File: config.mk
export PLATFORM = sky130hd
export DESIGN_NAME = base64_encoder
export DESIGN_NICKNAME = d
export VERILOG_FILES = /design/src/rtl/b64e_pkg.sv /design/src/rtl/b64e_front.sv /design/src/rtl/b64e_queue.sv /design/src/rtl/b64e_back.sv /design/src/rtl/base64_encoder.sv
export SDC_FILE = /design/constraint.sdc
export NUM_CORES = 1
export LEC_CHECK = 0
export BUFFER_PORTS_ARGS = -buffer_cell sky130_fd_sc_hd__buf_2
export CORE_MARGIN = 10
export CORE_UTILIZATION = 60
export DETAILED_ROUTE_END_ITERATION = 12
export PLACE_DENSITY = 0.79
export SYNTH_ARGS = -nofsm -noshare
export SYNTH_HDL_FRONTEND = slang
export SYNTH_SLANG_ARGS = --single-unit
File: constraint.sdc
create_clock -name clk -period 4 [get_ports clk]
set_input_delay 0.2 -clock clk [delete_from_list [all_inputs] [get_ports clk]]
set_output_delay 0.2 -clock clk [all_outputs]
set_load 0.05 [all_outputs]
File: src/rtl/b64e_pkg.sv
// Package: shared types, constants and the base64 alphabet function for the encoder.
`default_nettype none
package b64e_pkg;

  // Default depth of the group queue between front and back
  localparam int QUEUE_DEPTH = 2;

  // ASCII pad character
  localparam logic [7:0] PAD_CHAR = 8'h3D;

  // One raw message byte request
  typedef struct packed {
    logic [7:0] data_byte;
    logic       final_byte;
  } b64e_in_t;

  // One encoded character
  typedef struct packed {
    logic [7:0] code_char;
    logic       run_end;
    logic       message_end;
  } b64e_out_t;

  // A closed group of one to three bytes, left aligned
  typedef struct packed {
    logic [23:0] bits;
    logic [1:0]  count;
    logic        last;
  } b64e_group_t;

  // Map a six-bit value onto the standard alphabet
  function automatic logic [7:0] b64e_char(input logic [5:0] v);
    logic [7:0] w;
    w = {2'b00, v};
    if (v < 6'd26) begin
      return 8'h41 + w;
    end else if (v < 6'd52) begin
      return 8'h61 + (w - 8'd26);
    end else if (v < 6'd62) begin
      return 8'h30 + (w - 8'd52);
    end else if (v == 6'd62) begin
      return 8'h2B;
    end else begin
      return 8'h2F;
    end
  endfunction

endpackage
`default_nettype wire

File: src/rtl/b64e_front.sv
// Front part: gathers message bytes and closes groups of up to three bytes.
`default_nettype none
module b64e_front (
  input  wire                  clk,
  input  wire                  rst,
  input  wire                  byte_valid,
  output logic                 byte_stall,
  input  b64e_pkg::b64e_in_t   byte_data,
  output logic                 push,
  output b64e_pkg::b64e_group_t group,
  input  wire                  full
);
  import b64e_pkg::*;

  logic [15:0] pending_bytes, pending_bytes_next;
  logic [1:0]  pending_count, pending_count_next;
  logic [1:0]  held;
  logic [1:0]  n;
  logic        accept;

  // Stall while the queue has no room
  assign byte_stall = full;
  assign accept     = byte_valid && !full;

  // Classify the request and form the group
  always_comb begin
    held = (pending_count == 2'd3) ? 2'd2 : pending_count;
    n    = held + 2'd1;
    push = accept && (n == 2'd3 || byte_data.final_byte);
    pending_bytes_next = pending_bytes;
    pending_count_next = pending_count;
    group.count = n;
    group.last  = byte_data.final_byte;
    case (n)
      2'd3:    group.bits = {pending_bytes, byte_data.data_byte};
      2'd2:    group.bits = {pending_bytes[7:0], byte_data.data_byte, 8'h00};
      default: group.bits = {byte_data.data_byte, 16'h0000};
    endcase
    if (accept) begin
      if (push) begin
        pending_bytes_next = '0;
        pending_count_next = '0;
      end else begin
        pending_bytes_next = {pending_bytes[7:0], byte_data.data_byte};
        pending_count_next = n;
      end
    end
  end

  // Hold the open group
  always_ff @(posedge clk) begin
    if (rst) begin
      pending_bytes <= '0;
      pending_count <= '0;
    end else begin
      pending_bytes <= pending_bytes_next;
      pending_count <= pending_count_next;
    end
  end

endmodule
`default_nettype wire

File: src/rtl/b64e_queue.sv
// Short queue of closed groups between front and back.
`default_nettype none
module b64e_queue #(
  parameter int Depth = b64e_pkg::QUEUE_DEPTH
) (
  input  wire                   clk,
  input  wire                   rst,
  input  wire                   push,
  input  b64e_pkg::b64e_group_t push_data,
  input  wire                   pop,
  output b64e_pkg::b64e_group_t head,
  output logic                  full,
  output logic                  empty
);
  import b64e_pkg::*;

  localparam int PtrW = (Depth > 1) ? $clog2(Depth) : 1;
  localparam int CntW = $clog2(Depth + 1);

  b64e_group_t          entries [Depth];
  logic [PtrW-1:0]      wr_ptr, rd_ptr;
  logic [CntW-1:0]      count;

  assign full  = (count == CntW'(Depth));
  assign empty = (count == '0);
  assign head  = entries[rd_ptr];

  // Store pushed groups
  always_ff @(posedge clk) begin
    if (push) begin
      entries[wr_ptr] <= push_data;
    end
  end

  // Advance pointers and count
  always_ff @(posedge clk) begin
    if (rst) begin
      wr_ptr <= '0;
      rd_ptr <= '0;
      count  <= '0;
    end else begin
      if (push) begin
        wr_ptr <= (wr_ptr == PtrW'(Depth - 1)) ? '0 : wr_ptr + 1'b1;
      end
      if (pop) begin
        rd_ptr <= (rd_ptr == PtrW'(Depth - 1)) ? '0 : rd_ptr + 1'b1;
      end
      if (push && !pop) begin
        count <= count + 1'b1;
      end else if (pop && !push) begin
        count <= count - 1'b1;
      end
    end
  end

endmodule
`default_nettype wire

File: src/rtl/b64e_back.sv
// Back part: turns each queued group into four characters, one per cycle while the output is not stalled.
`default_nettype none
module b64e_back (
  input  wire                   clk,
  input  wire                   rst,
  input  b64e_pkg::b64e_group_t head,
  input  wire                   empty,
  output logic                  pop,
  output logic                  char_valid,
  input  wire                   char_stall,
  output b64e_pkg::b64e_out_t   char_data
);
  import b64e_pkg::*;

  logic [1:0]  idx;
  logic        load;
  logic [5:0]  sextet;
  logic        pad;
  b64e_out_t   char_next;

  // Load the output register whenever a group is queued and the register is free or being taken
  assign load = !empty && (!char_valid || !char_stall);
  assign pop  = load && (idx == 2'd3);

  // Select the sextet and decide on padding
  always_comb begin
    unique case (idx)
      2'd0: sextet = head.bits[23:18];
      2'd1: sextet = head.bits[17:12];
      2'd2: sextet = head.bits[11:6];
      2'd3: sextet = head.bits[5:0];
    endcase
    pad = ((idx == 2'd2) && (head.count == 2'd1)) ||
          ((idx == 2'd3) && (head.count != 2'd3));
    char_next.code_char   = pad ? PAD_CHAR : b64e_char(sextet);
    char_next.run_end     = (idx == 2'd3);
    char_next.message_end = (idx == 2'd3) && head.last;
  end

  // Output payload register
  always_ff @(posedge clk) begin
    if (load) begin
      char_data <= char_next;
    end
  end

  // Character index and output valid
  always_ff @(posedge clk) begin
    if (rst) begin
      idx        <= '0;
      char_valid <= 1'b0;
    end else begin
      if (load) begin
        idx        <= idx + 2'd1;
        char_valid <= 1'b1;
      end else if (!char_stall) begin
        char_valid <= 1'b0;
      end
    end
  end

endmodule
`default_nettype wire

File: src/rtl/base64_encoder.sv
// Top level: streaming base64 encoder with decoupled byte intake and character output.
`default_nettype none
// Streaming base64 encoder (standard alphabet, '=' padding). Message bytes
// come in one per request, the last one flagged final_byte. The front takes
// a byte in every cycle while the group queue has room, and closes a group on
// every third byte or on the final byte; the back sends four characters per
// group, one per cycle while char_stall is low, from a registered output.
// Sustained throughput is set by the single character output. A closing byte
// is written into the group queue, and its first character is then loaded
// into the output register once that register is free.
// run_end marks the fourth character of each group, message_end the fourth
// character of the final group.
module base64_encoder #(
  parameter int QueueDepth = b64e_pkg::QUEUE_DEPTH
) (
  input  wire                  clk,
  input  wire                  rst,
  input  wire                  byte_valid,
  output logic                 byte_stall,
  input  b64e_pkg::b64e_in_t   byte_data,
  output logic                 char_valid,
  input  wire                  char_stall,
  output b64e_pkg::b64e_out_t  char_data
);
  import b64e_pkg::*;

  b64e_group_t group, head;
  logic        push, pop, full, empty;

  b64e_front u_front (
    .clk        (clk),
    .rst        (rst),
    .byte_valid (byte_valid),
    .byte_stall (byte_stall),
    .byte_data  (byte_data),
    .push       (push),
    .group      (group),
    .full       (full)
  );

  b64e_queue #(
    .Depth (QueueDepth)
  ) u_queue (
    .clk       (clk),
    .rst       (rst),
    .push      (push),
    .push_data (group),
    .pop       (pop),
    .head      (head),
    .full      (full),
    .empty     (empty)
  );

  b64e_back u_back (
    .clk        (clk),
    .rst        (rst),
    .head       (head),
    .empty      (empty),
    .pop        (pop),
    .char_valid (char_valid),
    .char_stall (char_stall),
    .char_data  (char_data)
  );

endmodule
`default_nettype wire

==> results of run 1 <==
-- final cells by class --
class	count	area, um^2
Sequential cell	90	2440
Fill cell	522	2220
Multi-Input combinational cell	252	1680
Clock buffer	12	155
Timing Repair Buffer	28	150
Tap cell	96	120
Inverter	14	55.1
Clock inverter	4	50.0
-- worst max-delay path, delay by kind of cell, from the launching register on --
family	cells	cell delay [ns]
adders and majority gates	2	0.68
xor gates and xnor gates	1	0.18
AOI/OAI and AO/OA	5	1.26
DFF	1	0.42
muxes	2	0.44
buffers and inverters	1	0.09
and+or+nand+nor	2	0.27
-- stage by stage --
stage | util [%] | total power [uW] | hold slack (ns)
floorplan | - | 1710 | 0.299
global route | 67.7 | 2590 | 0.0470
detailed placement | 64.8 | 1860 | 0.408
global placement | 64.8 | 1840 | 0.401
CTS | 67.7 | 2470 | 0.0407
finish | 67.7 | 2460 | 0.0562
-- cell usage after synthesis, types with 3 or more instances --
cell type	number	share of area [%]
nor2b_1	3	0.44
nand2_1	58	5.1
inv_1	12	1.1
nand2b_1	4	0.58
mux2i_1	16	3.7
nand3_1	4	0.47
o21ai_0	22	2.6
clkbuf_1	16	1.4
xnor2_1	5	1.0
xor2_1	4	0.82
a22oi_1	6	1.1
and2_1	11	1.6
a222oi_1	3	0.70
dfxtp_1	26	12
buf_2	3	0.35
nor2_1	17	1.5
a32oi_1	3	0.61
mux2_2	8	2.1
mux2_4	3	1.1
a21oi_1	31	3.6
a22o_1	9	1.8
o221ai_1	3	0.61
ha_1	12	3.5
edfxtp_1	64	45
-- metal layers --
metal	up-vias	share of wire (%)	track usage, %
met5	-	0	0
met4	0	0.94	4.97
met3	8	6.1	4.09
met2	98	49	24.6
met1	1392	44	19.8
li1	1420	-	-
-- report_power, final --
part / total (uW) / switching [uW] / internal, uW / leakage, uW
clock: 610 / 288 / 322 / 0.0000986
combinational: 705 / 468 / 237 / 0.000746
sequential: 1140 / 40.8 / 1100 / 0.000817
total: 2460 / 797 / 1660 / 0.00166
-- worst min path at each step --
| stage | depth (start not counted) | endpoint | start | slack (ns) |
|---|---|---|---|---|
| final | 1 | u_queue.entries[1][0]$_DFFE_PP_ | byte_data[0] | 0.06 |
| after global routing | 1 | u_queue.entries[1][0]$_DFFE_PP_ | byte_data[0] | 0.05 |
| after CTS | 1 | u_queue.entries[1][0]$_DFFE_PP_ | byte_data[0] | 0.04 |
| after detailed placement | 1 | u_queue.entries[1][0]$_DFFE_PP_ | byte_data[0] | 0.41 |
| after global placement | 1 | u_queue.entries[0][0]$_DFFE_PP_ | byte_data[0] | 0.40 |
| after floorplan | 0 | u_queue.entries[0][0]$_DFFE_PP_ | byte_data[0] | 0.30 |
-- logic make-up after synthesis --
| family | after synthesis |
|---|---|
| XOR/XNOR | 9 |
| adder cells (fa/ha/maj) | 12 |
| AO/OA/AOI/OAI | 96 |
| buffers and inverters | 37 |
| AND/OR/NAND/NOR | 107 |
| multiplexers | 28 |
| flip-flops | 90 |
-- flip-flops by register name (all words and copies together) (netlist names), named ones only --
name                   cells
u_front.pending_count      2
u_front.pending_bytes     16
u_back.char_data          10
u_queue.wr_ptr             1
u_back.char_valid          1
u_back.idx                 2
u_queue.count              2
u_queue.entries           54
u_queue.rd_ptr             1
==> results.yml, run 1 <==
floorplan:
  row_count: 30
  die_height_um: 104
  io_pins: 25
  floorplan.initialDensity_pct: 62.3
  core-area_um2: 6870
  die-area_um2: 10900
  die_x_um: 104
critical_path:
  crit_path_max_incr_delay_ns: 0.44
  critPathLaunch: "u_back.idx[0]$_SDFFE_PP0P_"
  reg2reg_from: "u_back.idx[0]$_SDFFE_PP0P_"
  cp_cell_sequence: "inv_1 > ha_1 > a22oi_1 > a221oi_1 > a21oi_1 > ha_1 > nand2b_1 > a2111oi_0 > mux2_2 > nor2_1 > xor2_1 > mux2i_1 > a41oi_1"
  cp_slowest_cell: "a21oi_1"
  reg2reg_depth: 13
  r2r_end: "u_back.char_data[6]$_SDFFCE_PP1P_"
  startpoint_type: "flop"
  crit_required_ns: 4.08
  cp_max_fo: 11
  cpMostUsedCell: "ha_1"
  endpoint_kind: "flop"
  crit_arrival_ns: 3.70
  reg2reg_slack_ns: 0.38
  endpoint: "u_back.char_data[6]$_SDFFCE_PP1P_"
  worstSetupPathType: "reg2reg"
clock_tree:
  clock_latency_ns: 0.35
  cts_root_buf: "clkbuf_8"
  cts.clk_slew.worst_paths_ns: 0.08
  cts_tree: "done"
  htree_levels: 3
  clock-sinks: 90
  ctsHoldBuffers: 0
  cts-resized-gates: 0
  post-cts-setup-buffers: 0
  cts_inserted_buffers: 9
  clk_path_buf_depth: 2
routing:
  drc: 0
  routed_wl_mm: 8.33
  drtIter0Drc: 266
  wire_per_inst_um: 16.8
  ant_nets: 0
  vias: 2918
  vias_per_cell: 5.88
  firstDrtPassIters: 5
synth:
  syn_area_per_cell_um2: 11.3
  synth_compound_area_share_pct: 15.2
  synth_nets: 404
  syn_area_um2: 4280
  ys_seq_elements: 90
  async_flop_share_pct: 0
  synth-simple-area-share_pct: 11.1
  seq_area_frac_synth_pct: 57.0
  synthXorXnorAreaFrac_pct: 1.84
  synth_edf_count: 64
  synth_top_family_by_area: "compound AO/OA/AOI/OAI gates"
  synthFlopType: "edfxtp_1"
  yosysUniqueCellTypes: 55
  yosysWarnings: 0
  synthAdderAreaFrac_pct: 3.51
  synth_mux_area_share_pct: 7.42
  syn_inst: 379
finish:
  drive_gt1_share_pct: 16.3
  final_cell_mix: "edfxtp_1 (64), nand2_1 (58), a21oi_1 (31), dfxtp_1 (26), buf_2 (24)"
  finalInstanceArea_um2: 4650
  antenna_cells: 0
  area_growth_pct: 8.68
  nets: 420
  final_cells: 496
  final_common_cell: "edfxtp_1"
place:
  dpl.hpwl_mm: 5.86
  numPortBuffers: 24
  gp_congestion: 0.871
  pre_cts_ws_ns: 0.405
  post_dp_cell_area_um2: 4450
  dpl.cell_count: 480
sta:
  setup_slack_ns: 0.383
  hold_viol: 0
  fmax_mhz: 276
  slew_violations: 0
  final.period_utilization_pct: 90.4
  finClkSkew_ns: 0.0109
  tns_ns: 0
  grt_setup_unrepaired: "no"
  max_slew_margin_pct: 32.7
  setup_viol: 0
  worst_pin_slew_ns: 1.01
  fin_crit_ns: 3.62
grt:
  track_usage_pct: 15.4
  antenna_found_initial: 0
  overflow: 0
  grt_pass1_wl_mm: 14.0
  grt_max_degree: 37
  grt_pass1_vias: 2760
min_path:
  hp-class: "in2reg"
run_status:
  outcome: "finished, final reports clean"
pwr:
  leakage_uw: 0.00166
  powerDensity_nw_per_um2: 528
  vdd_drop_max_mv: 0.329
job:
  cap_violations: 0
Note: power is estimated with default switching activity, not from simulation.
==> run 2, diff against run 1 <==
CORE_UTILIZATION = 63   (was 60)
CTS_BUF_LIST = sky130_fd_sc_hd__clkbuf_2   (was not set)
PLACE_DENSITY = 0.82   (was 0.79)
==> results.yml, run 2 (synthesized netlist as in run 1, its figures left out) <==
clock_tree:
  htree_levels: 3
  clock_latency_ns: 0.54
  post-cts-setup-buffers: 0
  clock-sinks: 90
  cts_inserted_buffers: 9
  clk_path_buf_depth: 2
  cts.clk_slew.worst_paths_ns: 0.25
  cts_tree: "done"
  cts_root_buf: "clkbuf_2"
pwr:
  vdd_drop_max_mv: 0.254
  leakage_uw: 0.00171
  powerDensity_nw_per_um2: 505
grt:
  grt_pass1_vias: 3006
  antenna_found_initial: 0
  grt_max_degree: 36
  overflow: 0
  track_usage_pct: 18.1
  grt_pass1_wl_mm: 14.7
finish:
  multiInputGateArea_um2: 1680
  top_register: "u_queue.entries"
  fill_cells: 433
  reg.largest.list: "u_queue.entries: 54 flops, u_front.pending_bytes: 16 flops, u_back.char_data: 10 flops"
  drive_gt1_share_pct: 16.7
  final_common_cell: "edfxtp_1"
  largest_register_ffs: 54
  final_cell_mix: "edfxtp_1 (64), nand2_1 (58), a21oi_1 (30), dfxtp_1 (26), buf_2 (24)"
  area_growth_pct: 9.70
  seq_area_um2: 2440
  nets: 434
  antenna_cells: 0
  finalInstanceArea_um2: 4700
sta:
  max_slew_margin_pct: 50.1
  hold_viol: 0
  slew_violations: 0
  finClkSkew_ns: 0.0366
  worst_pin_slew_ns: 0.747
  final.period_utilization_pct: 90.8
  tns_ns: 0
  fin_crit_ns: 3.63
  grt_setup_unrepaired: "no"
  fmax_mhz: 275
  setup_viol: 0
critical_path:
  crit_required_ns: 4.29
  cp_max_fo: 11
  worstSetupPathType: "reg2reg"
  startpoint_type: "flop"
  crit_arrival_ns: 3.92
  endpoint_kind: "flop"
floorplan:
  row_count: 29
  floorplan.initialDensity_pct: 66.3
  die_height_um: 102
  die_x_um: 102
  io_pins: 25
  die-area_um2: 10500
  core-area_um2: 6460
routing:
  routed_wl_mm: 9.04
  drtIter0Drc: 297
  firstDrtPassIters: 5
  ant_nets: 0
  vias: 3021
  wire_per_inst_um: 18.4
  vias_per_cell: 6.15
  drc: 0
job:
  cap_violations: 0
place:
  dpl.hpwl_mm: 6.42
  numPortBuffers: 24
  gp_congestion: 0.928
  post_dp_cell_area_um2: 4440
run_status:
  outcome: "finished, final reports clean"
min_path:
  hp-class: "in2reg"
==> run 2: cell types whose count changed in the layout (fill, tap and decap cells not counted), sizes merged <==
cell and change:
inv +1, dlygate4sd3 +12, clkinv +1, buf +2, clkinvlp -2, clkbuf -1, bufinv +1
==> run 2: final timing paths <==
check / from / to / slack, ns / depth (start not counted)
max: u_back.idx[0]$_SDFFE_PP0P_ / u_back.char_data[6]$_SDFFCE_PP1P_ / 0.37 / 12
min: byte_valid / u_front.pending_bytes[3]$_SDFFE_PP0P_ / 0.27 / 4
max reg2reg: u_back.idx[0]$_SDFFE_PP0P_ / u_back.char_data[6]$_SDFFCE_PP1P_ / 0.37 / 12
min reg2reg: u_front.pending_bytes[10]$_SDFFE_PP0P_ / u_front.pending_bytes[10]$_SDFFE_PP0P_ / 0.48 / 2
==> run 2: per-layer routing <==
metal	track usage [%]	vias to the layer above	wire, um	part of all wire (%)
li1	-	1448	-	-
met1	21.9	1420	3830	42
met2	30.4	121	4430	49
met3	3.04	32	499	5.5
met4	9.11	0	286	3.2
met5	0	-	0	0
==> run 2: through the flow <==
stage	cells	total power (uW)	hold WS, ns	util, %	worst slack [ns]
global placement	463	1840	0.410	68.7	0.525
global route	491	2490	0.282	72.7	0.0426
finish	491	2370	0.271	72.7	0.368
detailed placement	463	1870	0.408	68.7	0.301
CTS	491	2370	0.247	72.7	0.251
floorplan	379	1710	0.299	-	0.695
==> run 2: area by class of cell <==
type,instances,area share (%)
Sequential cell,90,52.0
Multi-Input combinational cell,252,35.9
Timing Repair Buffer,42,6.07
Tap cell,77,2.05
Clock inverter,5,1.68
Clock buffer,11,1.17
Inverter,14,1.17
==> run 2: power breakdown <==
group / leakage, uW / internal (uW) / switching, uW
logic: 0.000809 / 247 / 482
registers: 0.000817 / 1100 / 38.2
clock network: 0.0000863 / 213 / 293
total: 0.00171 / 1560 / 813
==> run 2: repair_timing <==
item	4_1_cts	5_1_grt
setup endpoints to repair	0	2
hold endpoints to repair	24	0
hold buffers	12	0
resized for setup	0	1
==> run 2: critical path, stage by stage, from the launching register on <==
cell       delay, ns
dfxtp_1         0.48
ha_1            0.47
a22oi_1         0.13
a221oi_1        0.36
a21oi_2         0.14
ha_1            0.37
nand2b_1        0.22
a2111oi_0       0.40
mux2_2          0.26
nor2_1          0.06
xor2_1          0.17
mux2i_1         0.21
a41oi_1         0.13
==> run 3, diff against run 2 <==
CELL_PAD_IN_SITES_DETAIL_PLACEMENT = 1   (was not set)
CELL_PAD_IN_SITES_GLOBAL_PLACEMENT = 1   (was not set)
CORE_UTILIZATION = 51   (was 63)
PLACE_DENSITY = not set   (was 0.82)
PLACE_DENSITY_LB_ADDON = 0.1   (was not set)
==> results.yml, run 3 (synthesized netlist as in run 1, its figures left out) <==
clock_tree:
  post-cts-setup-buffers: 0
  cts_tree: "done"
  clk_path_buf_depth: 2
  cts_inserted_buffers: 9
  htree_levels: 3
  cts.clk_slew.worst_paths_ns: 0.23
  clock-sinks: 90
  cts_root_buf: "clkbuf_2"
  clock_latency_ns: 0.51
routing:
  vias_per_cell: 5.73
  wl_met3_um: 372
  ant_nets: 0
  vias: 2987
  top_layer_used: "met4"
  routed_wl_mm: 10.2
  wl_met2_mm: 5.08
  drtIter0Drc: 101
  drc: 0
  firstDrtPassIters: 4
  wire_per_inst_um: 19.6
  wl_met1_mm: 4.57
pwr:
  power_frac_comb_pct: 32.2
  switching_share_pct: 35.6
  switching_power_uw: 833
  leakage_uw: 0.00171
  seqPwrFrac_pct: 48.7
  power.share.clock_pct: 19.1
  vdd_drop_max_mv: 0.216
  powerDensity_nw_per_um2: 495
  p_int_uw: 1510
floorplan:
  die-area_um2: 12500
  core-area_um2: 8180
  io_pins: 25
  row_count: 33
  floorplan.initialDensity_pct: 52.4
  die_x_um: 112
  die_height_um: 112
grt:
  grt_pass1_vias: 3209
  grt_pass1_wl_mm: 17.0
  overflow: 0
  track_usage_pct: 16.6
  antenna_found_initial: 0
  grt_max_degree: 35
sta:
  tns_ns: 0
  finClkSkew_ns: 0.0150
  max_slew_margin_pct: 43.9
  grt_setup_unrepaired: "no"
  fmax_mhz: 267
  fin_crit_ns: 3.75
  slew_violations: 0
  setup_viol: 0
  final.period_utilization_pct: 93.7
  worst_pin_slew_ns: 0.832
  hold_viol: 0
critical_path:
  worstSetupPathType: "reg2reg"
  endpoint_kind: "flop"
  crit_required_ns: 4.26
  cp_max_fo: 10
  crit_arrival_ns: 4.01
  startpoint_type: "flop"
place:
  dpl.hpwl_mm: 7.34
  dpl.cell_count: 493
  post_dp_cell_area_um2: 4490
  gp_congestion: 0.895
  numPortBuffers: 24
finish:
  final_common_cell: "edfxtp_1"
  nets: 436
  antenna_cells: 0
  finalInstanceArea_um2: 4720
  reg.largest.list: "u_queue.entries: 54 flops, u_front.pending_bytes: 16 flops, u_back.char_data: 10 flops"
  top_register: "u_queue.entries"
  final_cells: 521
  final_core_util_pct: 57.8
  final_cell_mix: "edfxtp_1 (64), nand2_1 (58), a21oi_1 (30), dfxtp_1 (26), buf_2 (24)"
  fill_cells: 883
  drive_gt1_share_pct: 16.8
  largest_register_ffs: 54
  area_growth_pct: 10.3
job:
  cap_violations: 0
min_path:
  hp-class: "in2reg"
run_status:
  outcome: "finished, final reports clean"
run 3: cell types whose count changed in the layout (fill, tap and decap cells not counted), sizes merged:
cell    previous run  this run
clkinv             2         3
bufinv             2         1
buf               30        32
run 3: cell type report:
cell class	instances	area, um^2	share of cell area, %
tap	105	131	2.78
sequential	90	2440	51.7
inverter	14	55.1	1.17
timing repair buffer	44	300	6.36
clock buffer	11	55.1	1.17
clock inverter	5	56.3	1.19
multi-input combinational	252	1680	35.6
run 3: worst paths after layout:
path / end / slack (ns) / cells after the start / start
setup / recovery: u_back.char_data[8]$_SDFFCE_PP0P_ / 0.25 / 11 / u_back.idx[0]$_SDFFE_PP0P_
hold / removal: u_front.pending_bytes[10]$_SDFFE_PP0P_ / 0.32 / 4 / byte_valid
setup reg to reg: u_back.char_data[8]$_SDFFCE_PP0P_ / 0.25 / 11 / u_back.idx[0]$_SDFFE_PP0P_
hold reg to reg: u_front.pending_bytes[13]$_SDFFE_PP0P_ / 0.47 / 2 / u_front.pending_bytes[13]$_SDFFE_PP0P_
run 3: per-layer routing:
layer	vias to the layer above	track usage, %
met2	64	27.9
met3	11	4.03
met5	-	0
met1	1467	20.3
li1	1445	-
met4	0	5.48
run 3: per-stage QoR:
stage | hold WS, ns | total power (uW) | worst slack [ns]
2_1_floorplan | 0.299 | 1710 | 0.695
3_3_place_gp | 0.400 | 1880 | 0.477
3_5_place_dp | 0.418 | 1900 | 0.219
4_1_cts | 0.273 | 2360 | 0.186
5_1_grt | 0.283 | 2480 | 0.0248
6_report | 0.320 | 2340 | 0.251
run 3: worst max-delay path: stages (launching register included):
cell       delay, ns
dfxtp_1         0.49
ha_1            0.44
a21boi_0        0.18
a221oi_1        0.40
a21oi_2         0.14
ha_1            0.37
nand2b_1        0.23
a2111oi_0       0.38
mux2_2          0.25
o21ai_0         0.09
mux2i_1         0.34
o221ai_1        0.20
run 3: power groups by stage:
stage | registers [uW] | logic, uW | clock network (uW)
after floorplan | 1240 | 470 | 0
after global placement | 1160 | 722 | 0
after detailed placement | 1160 | 739 | 0
after CTS | 1140 | 752 | 464
after global routing | 1150 | 830 | 503
final | 1140 | 753 | 447
run 3: timing repair:
item	CTS	global route
resized for setup	0	1
endpoints found under the setup margin	0	2
hold buffers	12	0
endpoints found under the hold margin	20	0
